===== src/rtl/core/bra_pkg.sv =====
// bra_pkg: shared constants, codes and controller/datapath interface types
// for the bitmap run allocator; depends on nothing
package bra_pkg;

  localparam int MAP_BITS  = 4096;
  localparam int WORD_W    = 32;
  localparam int MAP_WORDS = MAP_BITS / WORD_W;
  localparam int ADDR_W    = $clog2(MAP_WORDS);
  localparam int BIT_W     = $clog2(WORD_W);
  localparam int IDX_W     = $clog2(MAP_BITS);
  localparam int LEN_W     = IDX_W + 1;
  localparam int MB_W      = 10;

  typedef enum logic [1:0] {
    CMD_TEST  = 2'd0,
    CMD_WRITE = 2'd1,
    CMD_SCAN  = 2'd2,
    CMD_CLEAR = 2'd3
  } cmd_code_t;

  localparam logic [1:0] ST_OK        = 2'd0;
  localparam logic [1:0] ST_NOT_FOUND = 2'd1;
  localparam logic [1:0] ST_RANGE     = 2'd2;

  typedef enum logic [2:0] {
    RES_OK    = 3'd0,
    RES_RANGE = 3'd1,
    RES_MISS  = 3'd2,
    RES_BIT   = 3'd3,
    RES_FOUND = 3'd4
  } res_kind_t;

  // controller -> datapath
  typedef struct packed {
    logic      load;
    logic      clear;
    logic      rd_single;
    logic      wr_bit;
    logic      scan_start;
    logic      scan_step;
    logic      res_set;
    res_kind_t res_kind;
    logic      out_load;
  } dp_cmd_t;

  // datapath -> controller
  typedef struct packed {
    cmd_code_t kind;
    logic      range_bad;
    logic      trivial;
    logic      found;
    logic      last;
    logic      out_free;
  } dp_stat_t;

endpackage


===== src/rtl/core/bra_ctrl.sv =====
// bra_ctrl: command sequencer for the bitmap run allocator
// depends on bra_pkg
module bra_ctrl (
  input  logic              clk,
  input  logic              rst,
  input  logic              in_fire,
  input  bra_pkg::dp_stat_t stat,
  output bra_pkg::dp_cmd_t  cmd,
  output logic              idle
);

  typedef enum logic [4:0] {
    S_IDLE   = 5'b00001,
    S_DECODE = 5'b00010,
    S_ACCESS = 5'b00100,
    S_SCAN   = 5'b01000,
    S_DONE   = 5'b10000
  } state_t;

  state_t state, state_next;

  always_ff @(posedge clk) begin
    if (rst) begin
      state <= S_IDLE;
    end else begin
      state <= state_next;
    end
  end

  always_comb begin
    state_next   = state;
    cmd          = '0;
    cmd.res_kind = bra_pkg::RES_OK;
    idle         = 1'b0;
    case (state)
      S_IDLE: begin
        idle = 1'b1;
        if (in_fire) begin
          cmd.load   = 1'b1;
          state_next = S_DECODE;
        end
      end
      S_DECODE: begin
        case (stat.kind)
          bra_pkg::CMD_CLEAR: begin
            cmd.clear    = 1'b1;
            cmd.res_set  = 1'b1;
            cmd.res_kind = bra_pkg::RES_OK;
            state_next   = S_DONE;
          end
          bra_pkg::CMD_SCAN: begin
            if (stat.trivial) begin
              cmd.res_set  = 1'b1;
              cmd.res_kind = bra_pkg::RES_MISS;
              state_next   = S_DONE;
            end else begin
              cmd.scan_start = 1'b1;
              state_next     = S_SCAN;
            end
          end
          default: begin
            if (stat.range_bad) begin
              cmd.res_set  = 1'b1;
              cmd.res_kind = bra_pkg::RES_RANGE;
              state_next   = S_DONE;
            end else begin
              cmd.rd_single = 1'b1;
              state_next    = S_ACCESS;
            end
          end
        endcase
      end
      S_ACCESS: begin
        cmd.res_set = 1'b1;
        if (stat.kind == bra_pkg::CMD_TEST) begin
          cmd.res_kind = bra_pkg::RES_BIT;
        end else begin
          cmd.wr_bit   = 1'b1;
          cmd.res_kind = bra_pkg::RES_OK;
        end
        state_next = S_DONE;
      end
      S_SCAN: begin
        cmd.scan_step = 1'b1;
        if (stat.found) begin
          cmd.res_set  = 1'b1;
          cmd.res_kind = bra_pkg::RES_FOUND;
          state_next   = S_DONE;
        end else if (stat.last) begin
          cmd.res_set  = 1'b1;
          cmd.res_kind = bra_pkg::RES_MISS;
          state_next   = S_DONE;
        end
      end
      S_DONE: begin
        if (stat.out_free) begin
          cmd.out_load = 1'b1;
          state_next   = S_IDLE;
        end
      end
      default: begin
        state_next = S_IDLE;
      end
    endcase
  end

endmodule


===== config.mk =====
export PLATFORM = sky130hd
export DESIGN_NAME = bra_ctrl
export DESIGN_NICKNAME = d
export VERILOG_FILES = /design/src/rtl/core/bra_pkg.sv /design/src/rtl/core/bra_ctrl.sv
export SDC_FILE = /design/constraint.sdc
export NUM_CORES = 1
export LEC_CHECK = 0
export ABC_AREA = 1
export BUFFER_PORTS_ARGS = -buffer_cell sky130_fd_sc_hd__buf_2
export CORE_UTILIZATION = 30
export DETAILED_ROUTE_END_ITERATION = 10
export PLACE_DENSITY = 0.6
export SLEW_MARGIN = 10
export SYNTH_ARGS = -nofsm -noshare
export SYNTH_HDL_FRONTEND = slang
export SYNTH_SLANG_ARGS = --single-unit

===== constraint.sdc =====
create_clock -name clk -period 0.92 [get_ports clk]
set_input_delay 0.046 -clock clk [delete_from_list [all_inputs] [get_ports clk]]
set_output_delay 0.046 -clock clk [all_outputs]
set_load 0.05 [all_outputs]

# After elaboration in Yosys (flattened, before gate mapping)
# Index checks and enable logic that the tools add are counted.
word_totals:
  input_bits: 10
  elab_cells: 44
  output_inout_bits: 12
  mem_bits_rw: 0
  rom_bits: 0
  memories: 0
  register_bits: 5
  latchBits: 0
op_classes:
  eq_ne: 10
  div: 0
  muxes: 30
  n_bitwise: 0
  n_addsub: 0
  shift: 0
  magnitude_cmp: 0
  reduce_logical: 3
  mul: 0
ops:
  columns: ["operator", "count"]
  rows:
  - ["$mux 5", 6]
  - ["$pmux 5 s5", 1]
  - ["$mux 4", 4]
  - ["$mux 1", 14]
  - ["$pmux 4 s3", 1]
  - ["$pmux 5 s2", 1]
  - ["$pmux 4 s2", 1]
  - ["$eq 5x1->1 const B", 1]
  - ["$eq 5x2->1 const B", 1]
  - ["$eq 5x3->1 const B", 1]
  - ["$eq 5x4->1 const B", 1]
  - ["$eq 5x5->1 const B", 1]
  - ["$eq 2x2->1 const B", 2]
  - ["$mux 2", 2]
  - ["$ne 2x2->1 const B", 2]
  - ["$ne 3x3->1 const B", 1]
  - ["$reduce_and 3->1", 1]
  - ["$logic_not 2->1", 1]
  - ["$reduce_or 2->1", 1]

# Longest topological paths before layout
# Gate-level depths: netlist (run 1).
depth:
  depth_word: 4
  ltp_mapped: 7
  ltp_nobuf: 7

# Worst setup path after synthesis (run 1)
# No wires, ideal clock.
synth_path:
  path_type: "flip-flop to output port"
  start: "register state[2]"
  end: "output cmd[1] (netlist name)"
  path_buffers: 0
  stages_incl_launch_ff: 4
  setup_slack_ps: -852
  required_ps: 874
  arrival_ps: 1726
  path_cell_list: "dfxtp_1 nor2_4 nand3_2 o21ai_0"
synth_lines:
  columns: ["item", "line", "rtl"]
  rows:
  - ["start, declared", "bra_ctrl.sv:20", "state_t state, state_next;"]
  - ["start signal, assigned", "bra_ctrl.sv:26", "state <= state_next;"]
  - ["end, declared", "bra_ctrl.sv:8", "output bra_pkg::dp_cmd_t cmd,"]

==> impl_metrics.yaml, run 1 <==
run_status:
  outcome: "complete, but fails checks"
  violations: "setup timing"
timing:
  layout_setup_ws_ns: -0.4870
  hold_ws_ns: 0.01422
  rsz0062_at_grt: "true"
  fin_crit_sh: 1.529
  skew_ns: 0.004336
  worst_slew_pin_slew_ns: 0.2280
  slew_headroom: 0.8468
  post-route-min-period_ns: 1.407
  fmax_mhz: 710.7
  hold_viol_final: 0
  final-setup-viol-count: 17
  report.final.slew_viol_count: 0
die:
  die_h_um: 40.15
  rows: 13
  io_pins: 22
  core-area_um2: 1334
  dieArea_um2: 1612
  die_w_um: 40.15
  initial_core_util: 0.3274
drt:
  drt-total-wl_um: 1570
  route.vias.total: 661
  first_pass_iters: 4
  detail-route-antenna-nets: 0
  wl_per_cell_um: 11.54
  routed_via_density: 4.860
  drc: 0
  drt_iter0_markers: 20
synth:
  syn_area_um2: 436.7
  yosysWarnings: 0
  syn_inst: 73
  avgSynthCellArea_um2: 5.982
  synth_compound_area_frac: 0.06877
  synth_area_leader_cell: "dfxtp_1"
  yosysMostFrequentCell: "inv_1"
  synth_top_area_frac: 0.2292
  synth-xor-area-share: 0
  synthArstFlopShare: 0
  synth_area_leaders: "dfxtp_1 23%, inv_1 12%, nor2_1 9.5%, nand3_1 9.2%, nand2_1 8.6%"
  ys_ff_latch: 5
  synth.net_count: 83
  muxShareOfSynthArea: 0
  synth_top_family_by_area: "simple AND/OR/NAND/NOR gates"
  ys.flop_type: "dfxtp_1"
  synthSimpleGateAreaFrac: 0.5559
  ys_types: 16
  yosysSeqAreaShare: 0.2292
  synth_commonest_cells: "14 x inv_1, 11 x nor2_1, 10 x nand2_1"
  synth-adder-area-share: 0
  synth-edff-count: 0
setup_path:
  worstSetupStartpointType: "flip-flop"
  critPathMaxFanout: 4
  critical_path.endpoint_type: "primary output"
  timing.critical_path.required_ns: 0.87
  worstPathArrival_ns: 1.36
  worstSetupPathType: "flip-flop to primary output"
power:
  p_sw_uw: 482.9
  internal-power_uw: 680.0
  power.density_nw_per_um2: 1097
  leakagePower_uw: 0.0005082
  p_total_uw: 1163
  combPwrFrac: 0.537
  p_sw_frac: 0.4152
  sequentialPowerShare: 0.238
  ir_worst_vdd_uv: 775.8
  power_frac_clock: 0.224
global_route:
  antenna_found_initial: 0
  grt_pass1_vias: 626
  grt_pass1_wl_um: 2518
  grt_max_degree: 6
  overflow: 0
  grt.total_usage: 0.2379
cts:
  postCtsHoldBufs: 0
  root_buffer: "clkbuf_4"
  cts_max_level: 1
  cts_buffer_depth: 2
  cts-buffers-inserted: 3
  clock-sinks: 5
  path_clk_slew_ns: 0.05
  clock_latency_ns: 0.25
  cts_tree: "done"
layout:
  max_flop_register: "state"
  largest_reg_flops: 5
  area_growth_pct: 142.7
  fin_cells: 136
  nets: 132
  largestRegisters: "state x5"
  drive_above_1_share: 0.7273
  n_antenna_cell: 0
placement:
  hpwl_um: 1097
  dp_cells: 129
  place.gp.congestion: 0.6887
  io_buffers: 21
job:
  drv_cap: 0
min_path:
  hold_class: "primary input to flip-flop"
## kinds of logic (layout without fill, tap and decap cells)
| kind of cell | count (synthesis) | after routing |
|---|---|---|
| AND/OR/NAND/NOR | 45 | 45 |
| buffers and inverters | 17 | 65 |
| AO/OA/AOI/OAI | 6 | 6 |
| flip-flops | 5 | 5 |
## layout by cell type, fill, tap and decap left out, drive strengths merged
master / n
buf: 44
nor2: 15
inv: 14
nand2: 10
nand3: 10
dfxtp: 5
nand4: 5
nor3: 5
clkbuf: 4
clkinvlp: 3
o21ai: 3
a21oi: 3
## layout make-up
class / instances / area, um2
multi-input combinational: 51 / 437.9
timing repair buffer: 44 / 375.4
fill: 95 / 274.0
sequential: 5 / 116.4
inverter: 17 / 85.08
clock buffer: 4 / 26.28
tap: 15 / 18.77
## final timing paths
check | slack, ns | to | depth (start not counted) | startpoint
worst min register to register | 0.78 | state[4] | 5 | state[0]
worst min-delay path | 0.01 | state[2] | 2 | rst
worst max register to register | -0.37 | state[0] | 8 | state[2]
worst max-delay path | -0.49 | cmd[2] | 6 | state[1]
## through the flow
stage	area, um2	util	setup WS (ns)	TNS (ns)
floorplan	568.0	-	-0.2430	-2.099
global placement	842.1	0.6313	-0.3951	-4.153
detailed placement	842.1	0.6313	-0.3929	-4.273
CTS	1042	0.7814	-0.4763	-6.251
global route	1060	0.7946	-0.5508	-7.485
finish	1060	0.7946	-0.4870	-6.451
## routing by layer
layer	vias up	share of wire	GRT usage	wire length (um)
met5	-	0	0	0
met1	310	0.39	0.2881	620
met4	0	0.013	0.07759	21
li1	334	-	-	-
met2	15	0.56	0.4355	886
met3	2	0.027	0.01667	42
## power groups by stage
| stage | Clock [uW] | Combinational [uW] | Sequential [uW] |
|---|---|---|---|
| 2_1_floorplan | 0 | 303 | 274 |
| 3_3_place_gp | 0 | 473 | 272 |
| 3_5_place_dp | 0 | 479 | 273 |
| 4_1_cts | 268 | 609 | 269 |
| 5_1_grt | 287 | 668 | 282 |
| 6_report | 261 | 625 | 277 |
## worst max-delay path: stages, from the launching register on
cell and delay [ns]:
dfxtp_2 0.38, buf_4 0.16, nand3_4 0.09, inv_4 0.09
nand4_1 0.14, nand3_4 0.10, buf_8 0.15
## repair_timing
action                     CTS  global route
pin swaps                    6             1
gates resized for setup     41             5
setup endpoints to repair   17            17
buffers inserted             3             0
(Power assumes the default switching activity.)
==> inputs of run 2 (changes only) <==
--- a/config.mk
+++ b/config.mk
@@ -9,6 +9,7 @@
 export BUFFER_PORTS_ARGS = -buffer_cell sky130_fd_sc_hd__buf_2
 export CORE_UTILIZATION = 30
+export CTS_CLUSTER_SIZE = 28
 export DETAILED_ROUTE_END_ITERATION = 10
-export PLACE_DENSITY = 0.6
+export PLACE_DENSITY = 0.58
 export SLEW_MARGIN = 10
 export SYNTH_ARGS = -nofsm -noshare
==> constraint.sdc (replaced) <==
create_clock -name clk -period 1.46 [get_ports clk]
set_input_delay 0.438 -clock clk [delete_from_list [all_inputs] [get_ports clk]]
set_output_delay 0.438 -clock clk [all_outputs]
set_load 0.05 [all_outputs]
==> run 2 against run 1 <==
  * Cell count up 0.74%
  * Flip-flop and latch count unchanged
  * The run still ends with setup timing left
  * Power down 37%
  * Critical path depth unchanged
  * Clock-buffer cell count unchanged
  * Final area up 0.94%
  * Worst setup slack better by 0.13 ns
  * Sequential share of layout area down 0.57 points
  * Register-to-register slack better by 0.53 ns
==> impl_metrics.yaml, run 2 (same netlist as run 1, synthesis figures left out) <==
run_status:
  outcome: "complete, but fails checks"
  violations: "setup timing"
layout:
  layout.area.seq_um2: 111.4
  max_flop_register: "state"
  n_fill_cell: 91
  final_common_cell: "buf_4"
  n_antenna_cell: 0
  area_growth_pct: 145.0
  design_area_um2: 1070
  fin_cells: 137
  multi_input_area_um2: 435.4
  largestRegisters: "state x5"
  largest_reg_flops: 5
  final_cell_mix: "22 x buf_4, 9 x inv_1, 9 x buf_2"
  nets: 133
  drive_above_1_share: 0.7459
setup_path:
  worstPathArrival_ns: 1.38
  worstSetupStartpointType: "flip-flop"
  critical_path.endpoint_type: "primary output"
  cp_cell_sequence: "nor2_4 > buf_4 > nand4_2 > nand3_2 > a21oi_4 > buf_6"
  startpoint: "state[3]"
  max_stage_delay_ns: 0.36
  timing.critical_path.required_ns: 1.02
  crit_path_top_delay_cell: "dfxtp_4"
  critPathMaxFanout: 4
  worstSetupPathType: "flip-flop to primary output"
  reg2reg_from: "state[3]"
global_route:
  grt_pass1_vias: 562
  antenna_found_initial: 0
  grt_max_degree: 6
  grt_pass1_wl_um: 2208
  overflow: 0
  grt.total_usage: 0.2131
placement:
  place.gp.congestion: 0.7513
  hpwl_um: 1076
  dp_cells: 128
  place_area_um2: 809.5
  io_buffers: 21
timing:
  worst_slew_pin_slew_ns: 0.3390
  fin_crit_sh: 1.243
  skew_ns: 0.0002864
  post-route-min-period_ns: 1.815
  tns_ns: -3.213
  rsz0062_at_grt: "true"
  hold_viol_final: 0
  slew_headroom: 0.7725
  report.final.slew_viol_count: 0
  layout_setup_ws_ns: -0.3552
  final-setup-viol-count: 12
  fmax_mhz: 550.9
die:
  core-area_um2: 1334
  dieArea_um2: 1612
  initial_core_util: 0.3274
  io_pins: 22
  die_w_um: 40.15
  rows: 13
  die_h_um: 40.15
power:
  power_frac_clock: 0.217
  combPwrFrac: 0.545
  power.density_nw_per_um2: 683.2
  sequentialPowerShare: 0.238
  p_sw_uw: 297.4
  p_sw_frac: 0.4069
  ir_worst_vdd_uv: 444.0
  leakagePower_uw: 0.0005196
  internal-power_uw: 433.5
cts:
  path_clk_slew_ns: 0.04
  clock_latency_ns: 0.24
  cts_tree: "done"
  cts-buffers-inserted: 3
  cts_max_level: 1
  clock-sinks: 5
  cts_buffer_depth: 2
  root_buffer: "clkbuf_4"
drt:
  drt-total-wl_um: 1739
  wl_per_cell_um: 12.69
  drc: 0
  route.vias.total: 676
  routed_via_density: 4.934
  drt_iter0_markers: 10
  first_pass_iters: 4
  detail-route-antenna-nets: 0
min_path:
  hold_class: "primary input to flip-flop"
  min_from: "rst"
job:
  drv_cap: 0
run 2: cell count changes in the layout (fill, tap and decap cells not counted), sizes merged:
cell,change
buf,+1
run 2: through the flow:
stage | setup WS (ns) | util | total power, uW | hold WS, ns
global placement | -0.2227 | 0.6069 | 449.1 | 0.6531
CTS | -0.3276 | 0.7580 | 694.4 | 0.4003
detailed placement | -0.2460 | 0.6069 | 453.2 | 0.6566
finish | -0.3552 | 0.8021 | 730.8 | 0.4023
floorplan | -0.09984 | - | 343.9 | 0.4997
global route | -0.4112 | 0.8021 | 773.4 | 0.4072
run 2: area by class of cell:
| cell class | count | area share |
|---|---|---|
| multi-input cells | 51 | 0.4070 |
| repair buffers | 45 | 0.3719 |
| flip-flops and latches | 5 | 0.1041 |
| inverters | 17 | 0.07485 |
| clock buffers | 4 | 0.02456 |
| well taps | 15 | 0.01754 |
run 2: timing repair:
item	in CTS	in global routing
buffers inserted	4	1
setup endpoints to repair	12	13
pin swaps	6	3
hold buffers	0	0
gates resized for setup	46	12
run 2: power groups by stage:
stage	registers, uW	clock network, uW	logic, uW
CTS	171	166	357
detailed placement	166	0	287
global placement	166	0	283
finish	174	158	399
global route	176	169	428
floorplan	164	0	180
run 2: per-layer routing:
layer / part of all wire / vias up / wire (um) / GRT usage
met4: 0.035 / 0 / 61 / 0.1293
met5: 0 / - / 0 / 0
met2: 0.56 / 29 / 967 / 0.4113
met1: 0.37 / 300 / 648 / 0.2167
li1: - / 337 / - / -
met3: 0.035 / 10 / 61 / 0.01667
run 2: worst max-delay path: cells and delay by family, from the launching register on:
family	cells	cell delay [ns]
simple gates	3	0.42
flops	1	0.36
buf+inv	2	0.32
compound gates	1	0.04
run 2: final timing paths:
| kind | end | slack, ns | depth (start not counted) |
|---|---|---|---|
| max | cmd[4] | -0.36 | 6 |
| min | state[2] | 0.40 | 2 |
| max reg2reg | state[0] | 0.16 | 9 |
| min reg2reg | state[1] | 0.70 | 4 |
